### src/sv/ast_pkg.sv
`timescale 1ns / 1ps

package ast_pkg;

   // Field widths
   localparam int SAMPLE_W = 16;
   localparam int TIME_W   = 32;
   localparam int SECS_W   = 7;
   localparam int MS_BITS  = 10;

   localparam logic [MS_BITS-1:0] MS_PER_SEC = 10'd1000;

   // Test phases
   localparam logic [3:0] PH_IDLE   = 4'd0;
   localparam logic [3:0] PH_Z_PREP = 4'd1;
   localparam logic [3:0] PH_Z_MEAS = 4'd2;
   localparam logic [3:0] PH_Z_RES  = 4'd3;
   localparam logic [3:0] PH_X_PREP = 4'd4;
   localparam logic [3:0] PH_X_MEAS = 4'd5;
   localparam logic [3:0] PH_X_RES  = 4'd6;
   localparam logic [3:0] PH_Y_PREP = 4'd7;
   localparam logic [3:0] PH_Y_MEAS = 4'd8;
   localparam logic [3:0] PH_Y_RES  = 4'd9;

   // Register indexes
   localparam logic [1:0] CSR_PREPARE_MS = 2'd0;
   localparam logic [1:0] CSR_MEASURE_MS = 2'd1;
   localparam logic [1:0] CSR_RANGE_LOW  = 2'd2;
   localparam logic [1:0] CSR_RANGE_HIGH = 2'd3;

   // Register reset values
   localparam logic [15:0]        PREPARE_MS_RST = 16'd3000;
   localparam logic [15:0]        MEASURE_MS_RST = 16'd5000;
   localparam logic signed [15:0] RANGE_LOW_RST  = -16'sd1050;
   localparam logic signed [15:0] RANGE_HIGH_RST = -16'sd950;

   typedef struct packed {
      logic [15:0]        prepare_ms;
      logic [15:0]        measure_ms;
      logic signed [15:0] range_low;
      logic signed [15:0] range_high;
   } ast_cfg_type;

   typedef struct packed {
      logic busy;
      logic done;
   } ast_div_stat_type;

   typedef enum logic [2:0] {
      ST_IDLE,
      ST_UPDATE,
      ST_AVG_START,
      ST_AVG_DIV,
      ST_SEC_START,
      ST_SEC_DIV,
      ST_OUT
   } ast_state_type;

   function automatic logic is_prep(input logic [3:0] ph);
      return ph inside {PH_Z_PREP, PH_X_PREP, PH_Y_PREP};
   endfunction

   function automatic logic is_meas(input logic [3:0] ph);
      return ph inside {PH_Z_MEAS, PH_X_MEAS, PH_Y_MEAS};
   endfunction

   // Reading of the axis that belongs to a phase group
   function automatic logic signed [15:0] axis_of_phase(
      input logic [3:0]        ph,
      input logic signed [15:0] x,
      input logic signed [15:0] y,
      input logic signed [15:0] z
   );
      logic signed [15:0] a;
      case (ph) inside
         [PH_Z_PREP:PH_Z_RES]: a = z;
         [PH_X_PREP:PH_X_RES]: a = x;
         [PH_Y_PREP:PH_Y_RES]: a = y;
         default:              a = '0;
      endcase
      return a;
   endfunction

endpackage

### src/sv/ast_csr.sv
`timescale 1ns / 1ps

module ast_csr import ast_pkg::*; (
   input  logic        clock,
   input  logic        reset,
   input  logic        csr_wr_en,
   input  logic [1:0]  csr_index,
   input  logic [15:0] csr_wdata,
   output ast_cfg_type cfg
);

   ast_cfg_type cfg_ff;
   ast_cfg_type cfg_in;

   // Register write decode
   always_comb begin
      cfg_in = cfg_ff;
      if (csr_wr_en) begin
         case (csr_index)
            CSR_PREPARE_MS: cfg_in.prepare_ms = csr_wdata;
            CSR_MEASURE_MS: cfg_in.measure_ms = csr_wdata;
            CSR_RANGE_LOW:  cfg_in.range_low  = csr_wdata;
            CSR_RANGE_HIGH: cfg_in.range_high = csr_wdata;
            default:        cfg_in = cfg_ff;
         endcase
      end
   end

   always_ff @(posedge clock) begin
      if (reset) begin
         cfg_ff.prepare_ms <= PREPARE_MS_RST;
         cfg_ff.measure_ms <= MEASURE_MS_RST;
         cfg_ff.range_low  <= RANGE_LOW_RST;
         cfg_ff.range_high <= RANGE_HIGH_RST;
      end else begin
         cfg_ff <= cfg_in;
      end
   end

   assign cfg = cfg_ff;

endmodule

### src/sv/ast_serdiv.sv
`timescale 1ns / 1ps

// Restoring unsigned divider, one quotient bit per cycle.
module ast_serdiv import ast_pkg::*; #(
   parameter int DIVIDEND_W = 24,
   parameter int DIVISOR_W  = 10
) (
   input  logic                  clock,
   input  logic                  reset,
   input  logic                  start,
   input  logic [DIVIDEND_W-1:0] dividend,
   input  logic [DIVISOR_W-1:0]  divisor,
   output logic [DIVIDEND_W-1:0] quotient,
   output ast_div_stat_type      stat
);

   localparam int CNT_W = $clog2(DIVIDEND_W + 1);

   logic [CNT_W-1:0]      cnt_ff,  cnt_in;
   logic                  done_ff, done_in;
   logic [DIVIDEND_W-1:0] quot_ff, quot_in;
   logic [DIVISOR_W-1:0]  rem_ff,  rem_in;
   logic [DIVISOR_W-1:0]  dvs_ff,  dvs_in;
   logic [DIVISOR_W:0]    trial;
   logic [DIVISOR_W:0]    diff;
   logic                  fits;

   // One trial subtract per step
   always_comb begin
      trial   = {rem_ff, quot_ff[DIVIDEND_W-1]};
      diff    = trial - {1'b0, dvs_ff};
      fits    = (trial >= {1'b0, dvs_ff});
      cnt_in  = cnt_ff;
      done_in = 1'b0;
      quot_in = quot_ff;
      rem_in  = rem_ff;
      dvs_in  = dvs_ff;
      if (start) begin
         cnt_in  = CNT_W'(DIVIDEND_W);
         quot_in = dividend;
         rem_in  = '0;
         dvs_in  = divisor;
      end else if (cnt_ff != '0) begin
         cnt_in  = cnt_ff - 1'b1;
         quot_in = {quot_ff[DIVIDEND_W-2:0], fits};
         rem_in  = fits ? diff[DIVISOR_W-1:0] : trial[DIVISOR_W-1:0];
         done_in = (cnt_ff == CNT_W'(1));
      end
   end

   always_ff @(posedge clock) begin
      if (reset) begin
         cnt_ff  <= '0;
         done_ff <= 1'b0;
      end else begin
         cnt_ff  <= cnt_in;
         done_ff <= done_in;
      end
   end

   always_ff @(posedge clock) begin
      quot_ff <= quot_in;
      rem_ff  <= rem_in;
      dvs_ff  <= dvs_in;
   end

   assign quotient  = quot_ff;
   assign stat.busy = (cnt_ff != '0);
   assign stat.done = done_ff;

endmodule

### src/sv/accel_axis_selftest_sequencer.sv
`timescale 1ns / 1ps
// Divider use: a request that ends a measure phase uses the shared bit-serial divider for the average; a
// non-faulted one that leaves the test in a prepare or measure phase uses it for the seconds left;
// all others (idle, result phase, faulted tick) skip it. The divider gives one quotient bit
// per cycle over 16+COUNT_BITS bits.
// Requests: one in flight; the next is accepted only once the previous result is loaded for output.
// Reset: synchronous; clears phase, timing, sum, count, average and pass, loads config defaults.
module accel_axis_selftest_sequencer import ast_pkg::*; #(
   parameter int COUNT_BITS = 8
) (
   input  logic        clock,
   input  logic        reset,
   // request channel
   input  logic        req_tvalid,
   output logic        req_tready,
   input  logic [79:0] req_tdata,   // time_ms[31:0], sample_x, sample_y, sample_z
   input  logic [1:0]  req_tuser,   // action, sample_fault
   // result channel
   output logic        rsp_tvalid,
   input  logic        rsp_tready,
   output logic [47:0] rsp_tdata,   // phase, pass_flag, average, seconds_left, shown_sample, pad
   output logic [0:0]  rsp_tuser,   // sensor_fault
   // configuration
   input  logic        csr_wr_en,
   input  logic [1:0]  csr_index,
   input  logic [15:0] csr_wdata
);

   localparam int SUM_W = SAMPLE_W + COUNT_BITS;
   localparam int DVW   = (COUNT_BITS > MS_BITS) ? COUNT_BITS : MS_BITS;
   localparam logic [COUNT_BITS-1:0] COUNT_MAX = '1;

   ast_cfg_type      cfg;
   ast_div_stat_type div_stat;
   ast_state_type    state_ff, state_in;

   logic [3:0]            phase_ff,  phase_in;
   logic [TIME_W-1:0]     start_ff,  start_in;
   logic [SUM_W-1:0]      sum_ff,    sum_in;
   logic [COUNT_BITS-1:0] count_ff,  count_in;
   logic signed [15:0]    avg_ff,    avg_in;
   logic                  pass_ff,   pass_in;
   logic [SECS_W-1:0]     secs_ff,   secs_in;
   logic                  rsp_valid_ff, rsp_valid_in;
   logic [47:0]           rsp_data_ff;
   logic                  rsp_fault_ff;

   // latched request
   logic                  action_ff, fault_ff;
   logic [TIME_W-1:0]     now_ff;
   logic signed [15:0]    sx_ff, sy_ff, sz_ff;

   logic                  div_start;
   logic [SUM_W-1:0]      div_dividend;
   logic [DVW-1:0]        div_divisor;
   logic [SUM_W-1:0]      div_quot;

   logic [TIME_W-1:0]     elapsed;
   logic                  prep_reached, meas_reached, sec_reached;
   logic [15:0]           sec_limit, sec_rem;
   logic signed [15:0]    axis, shown;
   logic [SUM_W-1:0]      sum_mag;
   logic [15:0]           quot16;
   logic signed [15:0]    avg_new;
   logic                  is_fault_tick;
   logic                  out_load;
   logic                  req_fire;

   ast_csr u_csr (
      .clock     (clock),
      .reset     (reset),
      .csr_wr_en (csr_wr_en),
      .csr_index (csr_index),
      .csr_wdata (csr_wdata),
      .cfg       (cfg)
   );

   ast_serdiv #(
      .DIVIDEND_W (SUM_W),
      .DIVISOR_W  (DVW)
   ) u_div (
      .clock    (clock),
      .reset    (reset),
      .start    (div_start),
      .dividend (div_dividend),
      .divisor  (div_divisor),
      .quotient (div_quot),
      .stat     (div_stat)
   );

   assign req_tready = (state_ff == ST_IDLE) && !reset;
   assign req_fire   = req_tvalid && req_tready;

   // Request capture
   always_ff @(posedge clock) begin
      if (req_fire) begin
         action_ff <= req_tuser[0];
         fault_ff  <= req_tuser[1];
         now_ff    <= req_tdata[31:0];
         sx_ff     <= req_tdata[47:32];
         sy_ff     <= req_tdata[63:48];
         sz_ff     <= req_tdata[79:64];
      end
   end

   // Phase timing and datapath helpers
   always_comb begin
      elapsed       = now_ff - start_ff;
      prep_reached  = (elapsed[31:16] != '0) || (elapsed[15:0] >= cfg.prepare_ms);
      meas_reached  = (elapsed[31:16] != '0) || (elapsed[15:0] >= cfg.measure_ms);
      sec_limit     = is_prep(phase_ff) ? cfg.prepare_ms : cfg.measure_ms;
      sec_reached   = is_prep(phase_ff) ? prep_reached : meas_reached;
      sec_rem       = sec_reached ? 16'd0 : (sec_limit - elapsed[15:0]);
      axis          = axis_of_phase(phase_ff, sx_ff, sy_ff, sz_ff);
      is_fault_tick = !action_ff && fault_ff;
      shown         = is_fault_tick ? 16'sd0 : axis;
      sum_mag       = sum_ff[SUM_W-1] ? (~sum_ff + SUM_W'(1)) : sum_ff;
      quot16        = div_quot[15:0];
      avg_new       = sum_ff[SUM_W-1] ? (~quot16 + 16'd1) : quot16;
   end

   // Sequencer: next state and datapath control
   always_comb begin
      state_in     = state_ff;
      phase_in     = phase_ff;
      start_in     = start_ff;
      sum_in       = sum_ff;
      count_in     = count_ff;
      avg_in       = avg_ff;
      pass_in      = pass_ff;
      secs_in      = secs_ff;
      div_start    = 1'b0;
      div_dividend = sum_mag;
      div_divisor  = DVW'(count_ff);
      out_load     = 1'b0;
      case (state_ff)
         ST_IDLE: begin
            if (req_tvalid) state_in = ST_UPDATE;
         end
         ST_UPDATE: begin
            state_in = ST_SEC_START;
            if (action_ff) begin
               // select press: leave idle or a result phase
               case (phase_ff)
                  PH_IDLE:  begin phase_in = PH_Z_PREP; start_in = now_ff; end
                  PH_Z_RES: begin phase_in = PH_X_PREP; start_in = now_ff; end
                  PH_X_RES: begin phase_in = PH_Y_PREP; start_in = now_ff; end
                  PH_Y_RES: begin phase_in = PH_IDLE;   start_in = now_ff; end
                  default:  phase_in = phase_ff;
               endcase
            end else if (!fault_ff) begin
               if (is_prep(phase_ff)) begin
                  if (prep_reached) begin
                     phase_in = phase_ff + 4'd1;
                     start_in = now_ff;
                     sum_in   = '0;
                     count_in = '0;
                  end
               end else if (is_meas(phase_ff)) begin
                  // accumulate until the count saturates
                  if (count_ff != COUNT_MAX) begin
                     sum_in   = sum_ff + {{COUNT_BITS{axis[15]}}, axis};
                     count_in = count_ff + 1'b1;
                  end
                  if (meas_reached) state_in = ST_AVG_START;
               end
            end
         end
         ST_AVG_START: begin
            div_start    = 1'b1;
            div_dividend = sum_mag;
            div_divisor  = DVW'(count_ff);
            state_in     = ST_AVG_DIV;
         end
         ST_AVG_DIV: begin
            if (div_stat.done) begin
               avg_in   = avg_new;
               pass_in  = (avg_new >= cfg.range_low) && (avg_new <= cfg.range_high);
               phase_in = phase_ff + 4'd1;
               state_in = ST_SEC_START;
            end
         end
         ST_SEC_START: begin
            if (!is_fault_tick && (is_prep(phase_ff) || is_meas(phase_ff))) begin
               div_start    = 1'b1;
               div_dividend = SUM_W'(sec_rem);
               div_divisor  = DVW'(MS_PER_SEC);
               state_in     = ST_SEC_DIV;
            end else begin
               secs_in  = '0;
               state_in = ST_OUT;
            end
         end
         ST_SEC_DIV: begin
            if (div_stat.done) begin
               secs_in  = div_quot[SECS_W-1:0] + SECS_W'(1);
               state_in = ST_OUT;
            end
         end
         ST_OUT: begin
            if (!rsp_valid_ff || rsp_tready) begin
               out_load = 1'b1;
               state_in = ST_IDLE;
            end
         end
         default: state_in = ST_IDLE;
      endcase
   end

   // Output register valid
   always_comb begin
      if (out_load)        rsp_valid_in = 1'b1;
      else if (rsp_tready) rsp_valid_in = 1'b0;
      else                 rsp_valid_in = rsp_valid_ff;
   end

   // Control and test state
   always_ff @(posedge clock) begin
      if (reset) begin
         state_ff     <= ST_IDLE;
         phase_ff     <= PH_IDLE;
         start_ff     <= '0;
         sum_ff       <= '0;
         count_ff     <= '0;
         avg_ff       <= '0;
         pass_ff      <= 1'b0;
         rsp_valid_ff <= 1'b0;
      end else begin
         state_ff     <= state_in;
         phase_ff     <= phase_in;
         start_ff     <= start_in;
         sum_ff       <= sum_in;
         count_ff     <= count_in;
         avg_ff       <= avg_in;
         pass_ff      <= pass_in;
         rsp_valid_ff <= rsp_valid_in;
      end
   end

   // Result payload
   always_ff @(posedge clock) begin
      secs_ff <= secs_in;
      if (out_load) begin
         rsp_data_ff  <= {4'b0000, shown, secs_ff, avg_ff, pass_ff, phase_ff};
         rsp_fault_ff <= is_fault_tick;
      end
   end

   assign rsp_tvalid   = rsp_valid_ff;
   assign rsp_tdata    = rsp_data_ff;
   assign rsp_tuser[0] = rsp_fault_ff;

   // Checks
   a_accept_starts: assert property (@(posedge clock) disable iff (reset)
      req_fire |=> (state_ff == ST_UPDATE))
      else $error("accepted request did not start an update");

   a_phase_range: assert property (@(posedge clock) disable iff (reset)
      phase_ff <= PH_Y_RES)
      else $error("test phase out of range");

   a_div_done_state: assert property (@(posedge clock) disable iff (reset)
      div_stat.done |-> (state_ff == ST_AVG_DIV || state_ff == ST_SEC_DIV))
      else $error("divider finished outside a divide state");

   a_out_no_overwrite: assert property (@(posedge clock) disable iff (reset)
      out_load |-> (!rsp_valid_ff || rsp_tready))
      else $error("result register overwritten before it was taken");

endmodule

### config.mk
export PLATFORM = sky130hd
export DESIGN_NAME = accel_axis_selftest_sequencer
export DESIGN_NICKNAME = d
export VERILOG_FILES = /design/src/sv/ast_pkg.sv /design/src/sv/ast_csr.sv /design/src/sv/ast_serdiv.sv /design/src/sv/accel_axis_selftest_sequencer.sv
export SDC_FILE = /design/constraint.sdc
export NUM_CORES = 1
export LEC_CHECK = 0
export BUFFER_PORTS_ARGS = -buffer_cell sky130_fd_sc_hd__buf_2
export CAP_MARGIN = 30
export CORE_MARGIN = 2
export CORE_UTILIZATION = 55
export CTS_BUF_LIST = sky130_fd_sc_hd__clkbuf_4
export DETAILED_ROUTE_END_ITERATION = 8
export HOLD_SLACK_MARGIN = 0.06
export PLACE_DENSITY_LB_ADDON = 0.12
export SETUP_SLACK_MARGIN = 0.5
export SLEW_MARGIN = 20
export SYNTH_ARGS = -nofsm -noshare
export SYNTH_HDL_FRONTEND = slang
export SYNTH_HIERARCHICAL = 1
export SYNTH_SLANG_ARGS = --single-unit
### constraint.sdc
create_clock -name clock -period 6 [get_ports clock]
set_input_delay 0 -clock clock [delete_from_list [all_inputs] [get_ports clock]]
set_output_delay 0 -clock clock [all_outputs]
set_load 0.02 [all_outputs]
## Yosys cells after proc, flatten, opt, wreduce, memory -nomap -nowiden

Cells that the tools add are included.

| word-level totals | value |
|---|---|
| flip-flop bits (word level) | 337 |
| input bits | 105 |
| output and inout bits | 51 |

| operators by class | value |
|---|---|
| $add $sub $neg | 10 |
| $lt $le $gt $ge | 11 |
| equality and inequality tests | 32 |
| mux-type cells | 57 |
| bitwise operators | 5 |
| reductions and logical operators | 44 |

Operator list:

| cell | count |
|---|---|
| $mux W24 | 9 |
| $mux W32 | 5 |
| $mux W16 | 6 |
| $ge A16 B16 Y1 | 3 |
| $mux W8 | 5 |
| $sub A32 B32 Y32 | 1 |
| $mux W3 | 9 |
| $add A24 B1 Y24 const B | 1 |
| $add A24 B24 Y24 | 1 |
| $not A24 Y24 | 1 |
| $pmux W3 S7 | 1 |
| $mux W10 | 2 |
| $mux W4 | 5 |
| $add A16 B1 Y16 const B | 1 |
| $eq A4 B3 Y1 const B | 4 |
| $le A16 B16 Y1 | 1 |
| $not A16 Y16 | 1 |
| $pmux W4 S4 | 1 |
| $reduce_bool A16 Y1 | 1 |
| $reduce_bool A2 Y1 | 8 |
| $sub A16 B16 Y16 | 1 |
| $mux W7 | 2 |
| $pmux W7 S2 | 1 |
| $ne A2 B2 Y1 const B | 6 |
| other kinds (46) | 83 |

## Longest topological paths before layout

Gate-level depths: netlist of run 1.

| logic depth | value |
|---|---|
| depth in word-level cells | 9 |
| gate-level depth with buffers | 21 |
| mapped depth without buffers | 20 |

## By module

Netlist of run 1, hierarchy kept.

By module, submodules not included:

| module | times used | cells each | area each (um^2) | sequential area each (um^2) |
|---|---|---|---|---|
| accel_axis_selftest_sequencer | 1 | 1,627 | 14,918.1 | 5,805.6 |
| ast_csr | 1 | 248 | 2,539.9 | 1,281.2 |
| ast_serdiv | 1 | 218 | 2,532.4 | 1,341.3 |

## Least setup slack after synthesis of run 1

Ideal clock, no wire load.

| path | value |
|---|---|
| path kind | reg-to-reg |
| start point | reg phase_ff[0] |
| end point | reg u_div.quot_ff[14] (netlist: u_div/quotient[14]), data pin |
| setup time | 0.260 ns |
| arrival time | 4.519 ns |
| required time | 5.740 ns |
| slack | 1.222 ns |
| cell stages (with the launch flop) | 21 |
| buffers on the path | 2 |
| clock period less this slack | 4.778 ns |
| cells stage by stage | dfxtp_1 > ha_1 > nor3b_1 > nor3_1 > clkbuf_1 > clkbuf_1 > nand2_1 > o21ai_0 > ha_1 > a21o_1 > a21oi_1 > o21ai_0 > a21o_1 > a21oi_1 > o21ai_0 > o41a_1 > a21o_1 > a21oi_1 > xnor2_1 > a22o_1 > mux2_2 |

| on the way | value |
|---|---|
| cells in the longest elaborated chain, start to end | 8 |
| elaborated cells on any way between the ends | 19 |
| classes of those cells | add/sub: 1; eq/ne: 6; mux: 8; reduce/logical: 4 |

RTL lines:

| what | line | text |
|---|---|---|
| start: declaration | accel_axis_selftest_sequencer.sv:37 | `logic [3:0] phase_ff, phase_in;` |
| start signal: assignment | accel_axis_selftest_sequencer.sv:230 | `phase_ff <= phase_in;` |
| $eq A4 B1 Y1 or $eq A4 B3 Y1 (tied branches) | ast_pkg.sv:60 | `return ph inside {PH_Z_PREP, PH_X_PREP, PH_Y_PREP};` |
| $reduce_bool A3 Y1 | ast_pkg.sv:60 |  |
| $mux W16 | accel_axis_selftest_sequencer.sv:111 | `sec_limit = is_prep(phase_ff) ? cfg.prepare_ms : cfg.measure_ms;` |
| $sub A16 B16 Y16 | accel_axis_selftest_sequencer.sv:113 | `sec_rem = sec_reached ? 16'd0 : (sec_limit - elapsed[15:0]);` |
| $mux W16 | accel_axis_selftest_sequencer.sv:113 |  |
| $mux W24 * | accel_axis_selftest_sequencer.sv:184 | `if (!is_fault_tick && (is_prep(phase_ff) \|\| is_meas(phase_ff))) begin` |
| $mux W24 * | accel_axis_selftest_sequencer.sv:136 | `case (state_ff)` |
| via div_dividend[14] | accel_axis_selftest_sequencer.sv:54 | `logic [SUM_W-1:0] div_dividend;` |
| $mux W24 * | ast_serdiv.sv:38 | `if (start) begin` |
| via u_div.quot_in[14] | ast_serdiv.sv:21 | `logic [DIVIDEND_W-1:0] quot_ff, quot_in;` |
| end signal: assignment | ast_serdiv.sv:62 | `quot_ff <= quot_in;` |
| end: declaration | ast_serdiv.sv:21 |  |

The timed path passes the listed nets; every way through them passes the cells marked *.
A chain may end at the register's enable or synchronous reset.

## Worst setup path in the final report of run 1

| path | value |
|---|---|
| start point | reg phase_ff[2] |
| end point | reg sum_ff[23] |

| on the way | value |
|---|---|
| cells in the longest elaborated chain, start to end | 9 |
| elaborated cells on any way between the ends | 28 |
| classes of those cells | add/sub: 1; order compare: 6; eq/ne: 7; mux: 6; reduce/logical: 8 |

RTL lines:

| what | line | text |
|---|---|---|
| $ge A4 B3 Y1 (implied by the code) or $le A4 B4 Y1 (tied branches) | accel_axis_selftest_sequencer.sv:114 | `axis = axis_of_phase(phase_ff, sx_ff, sy_ff, sz_ff);` |
| $logic_and A1 B1 Y1 (implied by the code) | accel_axis_selftest_sequencer.sv:114 |  |
| $mux W16 (2 in a row) | ast_pkg.sv:75 | `case (ph) inside` |
| $mux W16 * | ast_pkg.sv:75 |  |
| via axis[6] | accel_axis_selftest_sequencer.sv:61 | `logic signed [15:0] axis, shown;` |
| $add A24 B24 Y24 * | accel_axis_selftest_sequencer.sv:162 | `sum_in = sum_ff + {{COUNT_BITS{axis[15]}}, axis};` |
| $mux W24 * | accel_axis_selftest_sequencer.sv:161 | `if (count_ff != COUNT_MAX) begin` |
| $mux W24 * | accel_axis_selftest_sequencer.sv:159 | `end else if (is_meas(phase_ff)) begin` |
| $mux W24 * | accel_axis_selftest_sequencer.sv:152 | `if (is_prep(phase_ff)) begin` |
| end signal: assignment | accel_axis_selftest_sequencer.sv:232 | `sum_ff <= sum_in;` |
| end: declaration | accel_axis_selftest_sequencer.sv:39 | `logic [SUM_W-1:0] sum_ff, sum_in;` |

The timed path passes the listed nets; every way through them passes the cells marked *. The select of a mux whose other input is x is not followed.

==> flow_summary.json, run 1 <==
{
  "critical_path_class": "register to register",
  "layout_commonest_cell": "dlygate4sd3_1",
  "via_count": 17100,
  "wl_per_cell_um": 17.5,
  "min_path_type": "input pin to register",
  "clock_sinks": 337,
  "critPathSlowestCell": "a2111oi_0",
  "port-buffer-count": 151,
  "required_ps": 6620,
  "viasPerCell": 5.67,
  "drv_cap": 0,
  "power.total_uw": 7900,
  "setup_viol": 0,
  "p_leak_uw": 0.0104,
  "critPathTopFamily": "compound AO/OA/AOI/OAI gates",
  "numCtsBuffers": 89,
  "end_kind": "register",
  "status": "finished, violations left",
  "drv_slew": 0,
  "clock_skew_ps": 74.9,
  "cp.depth": 19,
  "cts_root_buf": "clkbuf_4",
  "worstMarginPinSlew_ps": 844,
  "ant_nets": 0,
  "drt_wl_total_um": 53000,
  "finalCritPeriodShare_pct": 85.8,
  "grt_pass1_wl_um": 86000,
  "gp_congestion": 0.905,
  "cts_tree": "done",
  "yosysWarningCount": 6,
  "synth_edf_count": 168,
  "synth_area_mm2": 0.0200,
  "synthesis.instances": 2093,
  "dpl.hpwl_um": 34700,
  "die_h_um": 195,
  "gr-total-overflow": 0,
  "cts.clk_slew.worst_paths_ps": 70,
  "reg2reg_depth": 19,
  "power_density_mw_per_mm2": 323,
  "drtIter0Drc": 1375,
  "area_growth_pct": 22.6,
  "start_util_pct": 56.1,
  "setup_tns_ps": 0,
  "drive_gt1_share_pct": 15.6,
  "pin_count": 156,
  "final.min_clock_period_ps": 5150,
  "crit_chain": "nor2b_1, o21a_1, buf_4, a21oi_1, buf_4, a222oi_1, inv_1, ha_1, a2111oi_0, o21ai_1, a221oi_2, o21ai_1, o41a_1, a211oi_2, o21ai_1, a21oi_1, xnor2_1, mux2i_1, o21ai_1",
  "cts-htree-levels": 3,
  "gr-usage-all-layers_pct": 27.9,
  "path_buf_inv": 3,
  "die-area_mm2": 0.0379,
  "synth_area_per_cell_um2": 9.55,
  "fill_cells": 2734,
  "clock_path_buffers": 3,
  "synth_ff_type": "dfxtp_1",
  "violations": "DRC",
  "hold_depth": 4,
  "crit_path_frequent_cell": "o21ai_1",
  "rows": 69,
  "final_net_count": 2746,
  "grt_pass1_vias": 17200,
  "yosysSeqAreaShare_pct": 42.2,
  "start_kind": "register",
  "ir_drop_mv": 0.167,
  "layout_common_cells": "dlygate4sd3_1, nand2_1, inv_1",
  "synth.lib_cells_used.distinct": 91,
  "die-width_um": 195,
  "grt_antenna_before_repair": 1,
  "whs_ps": 114,
  "dp_slack_ps": 987,
  "hold_viol_final": 0,
  "arrival_ps": 5770,
  "rsz0062_at_grt": "false",
  "cp_max_fo": 17,
  "post_cts_buffers": 0,
  "fin_util_pct": 68.7,
  "clkLatencyLatePin_ps": 800,
  "worst_slack_ps": 852,
  "maxSlewHeadroom_pct": 43.6,
  "coreArea_mm2": 0.0357,
  "max_stage_delay_ps": 590,
  "grt_max_degree": 96,
  "drtPass1Iterations": 9,
  "fmax_mhz": 194,
  "ys_async_sr_fraction_pct": 0,
  "drcViolationCount": 7,
  "yosys_register_bits": 337
}
[Yosys cell counts, types with 8 or more instances]
cell | number | area share, %
ha_1 | 154 | 9.6
o21a_1 | 19 | 0.71
nand2_1 | 207 | 3.9
mux2i_1 | 110 | 5.5
nor2_1 | 158 | 3.0
dfxtp_1 | 169 | 17
o21ai_0 | 95 | 2.4
a222oi_1 | 16 | 0.80
buf_2 | 17 | 0.43
a22o_1 | 15 | 0.66
a211oi_1 | 21 | 0.79
nand4_1 | 26 | 0.81
and3_1 | 10 | 0.31
nor3_1 | 34 | 0.85
mux2_2 | 25 | 1.4
clkbuf_1 | 60 | 1.1
o211ai_1 | 15 | 0.56
a31o_2 | 17 | 0.74
a21oi_1 | 108 | 2.7
a21o_1 | 27 | 1.0
edfxtp_1 | 168 | 25
inv_1 | 170 | 3.2
o21bai_1 | 8 | 0.30
nor2b_1 | 19 | 0.59
xor2_1 | 47 | 2.1
nor4_1 | 22 | 0.69
o31ai_1 | 17 | 0.64
xnor2_1 | 60 | 2.6
and2_1 | 12 | 0.38
nand3_1 | 37 | 0.93
nand2b_1 | 75 | 2.3
or3_1 | 14 | 0.44
[registers in the layout, indices dropped and copies added, names as in the netlist, 7 cells and up]
signal,cells
secs_ff,7
u_csr/cfg,64
u_div/dvs_ff,10
u_div/rem_ff,10
sy_ff,16
now_ff,32
count_ff,8
start_ff,32
sz_ff,16
sum_ff,24
rsp_tdata,44
u_div/quotient,24
sx_ff,16
avg_ff,16
[what timing repair did]
item | in CTS | in global routing
setup endpoints to repair | 0 | 1
hold endpoints to repair | 193 | 0
resized for setup | 0 | 2
hold buffers | 218 | 0
[power breakdown]
group	internal (uW)	leakage (uW)	switching, uW
Combinational	1210	0.00677	1660
Clock	1050	0.000699	1020
Sequential	2740	0.00295	222
[kinds of logic after synthesis]
group / count (synthesis) / share of synthesized area (%)
adders and majority gates: 158 / 10.0
other: 1 / 0.0188
DFF: 337 / 42.2
AOI/OAI and AO/OA: 442 / 15.0
muxes: 136 / 6.97
xor gates and xnor gates: 107 / 4.69
and+or+nand+nor: 646 / 15.7
buffers and inverters: 266 / 5.39
[routing by layer]
metal / share of wire [%] / global-route usage [%] / vias up
met5: 0 / 0 / -
met4: 2.8 / 11.0 / 0
met3: 6.0 / 4.98 / 116
met2: 47 / 46.3 / 591
met1: 44 / 36.1 / 8107
li1: - / - / 8329
[worst reg2reg max path, cell delays in order (launching register included)]
cell	delay [ps]
dfxtp_2	480
nor2b_1	260
o21a_1	160
buf_4	220
a21oi_1	70
buf_4	200
a222oi_1	400
inv_1	100
ha_1	400
a2111oi_0	590
o21ai_1	200
a221oi_2	410
o21ai_1	160
o41a_1	370
a211oi_2	300
o21ai_1	90
a21oi_1	180
xnor2_1	160
mux2i_1	200
o21ai_1	70
[through the flow]
stage | std cells | instance area (um2)
after floorplan | 2096 | 20000
after global placement | 2631 | 21100
after detailed placement | 2632 | 21100
after CTS | 3017 | 24400
after global routing | 3021 | 24500
final | 3021 | 24500
[layout make-up]
type	instances	area [um2]	share of cell area [%]
timing repair buffer	390	3150	12.9
clock inverter	29	124	0.506
clock buffer	138	1040	4.23
multi-input combinational	1493	10500	43.0
sequential	337	8430	34.4
antenna	1	2.50	0.0102
inverter	172	646	2.64
tap	461	577	2.35
[path summary, 6_finish.rpt]
path / from / to / slack [ps]
worst min-delay path: csr_wdata[4] / u_csr/cfg[52] / 110
worst max register to register: phase_ff[2] / sum_ff[23] / 850
worst min register to register: avg_ff[7] / rsp_tdata[12] / 430
worst max-delay path: phase_ff[2] / sum_ff[23] / 850
Note: power is estimated with default switching activity, not from simulation.
==> inputs of run 2 (changes only) <==
--- a/config.mk
+++ b/config.mk
@@ -7,6 +7,7 @@
 export LEC_CHECK = 0
 export BUFFER_PORTS_ARGS = -buffer_cell sky130_fd_sc_hd__buf_2
 export CAP_MARGIN = 30
+export CORE_ASPECT_RATIO = 0.8
 export CORE_MARGIN = 2
 export CORE_UTILIZATION = 55
 export CTS_BUF_LIST = sky130_fd_sc_hd__clkbuf_4
==> run 2 against run 1 <==
Against the previous run:
- the run now ends clean
- maximum frequency is 2.3% higher
- clock skew decreased by 18 ps
- hold slack worse by 3.4 ps
- count of clock-buffer cells in the layout shrank 3
- design area grew 0.15%
- largest cell class unchanged
- critical path depth rose by 2
- power increased by 1.2%
- core utilization is 0.25 points lower
==> flow_summary.json, run 2 (synthesized netlist as in run 1, its figures left out) <==
{
  "status": "complete, no violations",
  "dpl.hpwl_um": 35200,
  "p_switching_uw": 2900,
  "whs_ps": 111,
  "gr-usage-all-layers_pct": 28.2,
  "required_ps": 6640,
  "swShare_pct": 36.2,
  "power_frac_clock_pct": 26.9,
  "r2r_slack_ps": 970,
  "port-buffer-count": 151,
  "place_area_mm2": 0.0211,
  "p_leak_uw": 0.0104,
  "drv_cap": 0,
  "drcViolationCount": 0,
  "regToRegStartpoint": "phase_ff[0]",
  "reg2reg_depth": 21,
  "drv_slew": 0,
  "arrival_ps": 5670,
  "coreArea_mm2": 0.0358,
  "gr-total-overflow": 0,
  "met2_usage_pct": 44.2,
  "power.total_uw": 8000,
  "grt_pass1_wl_um": 85400,
  "die-area_mm2": 0.0379,
  "start_util_pct": 55.8,
  "numCtsBuffers": 88,
  "busiest_layer": "met2",
  "gp_congestion": 0.933,
  "area_growth_pct": 22.7,
  "whs_endpoint": "u_csr/cfg[11]",
  "grt_max_degree": 97,
  "final.min_clock_period_ps": 5030,
  "fill_cells": 2771,
  "layout_commonest_cell": "dlygate4sd3_1",
  "drtIter0Drc": 1562,
  "clock_sinks": 337,
  "hold_viol_final": 0,
  "final_net_count": 2746,
  "start_kind": "register",
  "grt_antenna_before_repair": 3,
  "final_cell_area_mm2": 0.0245,
  "setup_viol": 0,
  "seq_area_mm2": 0.00843,
  "ant_nets": 0,
  "hp-start": "csr_wdata[11]",
  "layout_common_cells": "dlygate4sd3_1, nand2_1, inv_1",
  "grt_use_met1_pct": 39.5,
  "power.combinational.fraction_pct": 36.0,
  "die_h_um": 175,
  "dp_cells": 2650,
  "drt_wl_total_um": 54400,
  "multiInputGateArea_mm2": 0.0105,
  "largest_register_ffs": 64,
  "rows": 62,
  "critical_path_class": "register to register",
  "viasPerCell": 5.64,
  "instances_no_fill": 3036,
  "finalCritPeriodShare_pct": 83.9,
  "pwr-share-seq_pct": 37.1,
  "clock_skew_ps": 57.3,
  "met3_usage_pct": 4.57,
  "grt_pass1_vias": 16400,
  "rsz0062_at_grt": "false",
  "via_count": 17100,
  "worstMarginPinSlew_ps": 1050,
  "power_density_mw_per_mm2": 326,
  "ir_drop_mv": 0.212,
  "clock_path_buffers": 3,
  "hold_depth": 4,
  "clkLatencyLatePin_ps": 810,
  "cts_root_buf": "clkbuf_4",
  "end_kind": "register",
  "regToRegEndpoint": "sum_ff[23]",
  "setup_tns_ps": 0,
  "pin_count": 156,
  "cts_tree": "done",
  "maxSlewHeadroom_pct": 29.8,
  "fmax_mhz": 199,
  "wl_per_cell_um": 17.9,
  "die-width_um": 217,
  "cts.clk_slew.worst_paths_ps": 60,
  "drive_gt1_share_pct": 15.4,
  "p_int_uw": 5100,
  "min_path_type": "input pin to register",
  "cp_max_fo": 17,
  "cts-htree-levels": 3,
  "drtPass1Iterations": 8
}
-- run 2: layout make-up --
class	count	area share (%)
clock inverters	25	0.734
flip-flops and latches	337	34.4
inverters	172	2.63
multi-input cells	1493	42.9
repair buffers	391	12.7
diodes	3	0.0306
clock buffers	135	4.13
well taps	480	2.45
-- run 2: layer usage --
metal	vias up	part of all wire (%)
li1	8327	-
met5	-	0
met3	134	5.9
met4	0	2.9
met2	605	45
met1	8068	46
-- run 2: how the worst max path moves through the flow --
stage,from,end,slack (ps)
2_1_floorplan,phase_ff[0],u_div/quotient[14],1220
3_3_place_gp,phase_ff[0],sum_ff[23],890
3_5_place_dp,phase_ff[2],sum_ff[23],960
4_1_cts,phase_ff[2],sum_ff[23],910
5_1_grt,phase_ff[0],sum_ff[23],530
6_report,phase_ff[0],sum_ff[23],970
-- run 2: metrics by stage --
step / utilization, % / setup WS (ps)
floorplan: - / 1220
global placement: 58.8 / 887
detailed placement: 58.8 / 957
CTS: 68.3 / 913
global route: 68.5 / 531
finish: 68.5 / 965
-- run 2: worst max-delay path, stage by stage (launching register included) --
cell and delay [ps]:
dfxtp_1 480, inv_1 140, ha_1 280, o21a_1 190, buf_4 200, a21oi_1 130, buf_4 260, a222oi_1 100
buf_4 160, inv_1 70, ha_1 300, a2111oi_0 420, o21ai_1 190, a221oi_2 410, o21ai_1 180, o41a_1 370
a211oi_2 300, o21ai_1 100, a21oi_1 190, xnor2_1 160, mux2i_1 200, o21ai_1 70
-- run 2: what timing repair did --
action / CTS / global route
setup endpoints to repair: 0 / 3
endpoints found under the hold margin: 204 / 0
gates resized for setup: 0 / 2
buffers inserted: 0 / 1
hold buffers: 221 / 0
-- run 2: power groups by stage --
stage / combinational [uW] / sequential (uW) / clock, uW
6_report: 2880 / 2970 / 2150
5_1_grt: 3170 / 3000 / 2320
4_1_cts: 2820 / 2960 / 2180
3_5_place_dp: 2700 / 3010 / 0
3_3_place_gp: 2630 / 3000 / 0
2_1_floorplan: 2090 / 2930 / 0
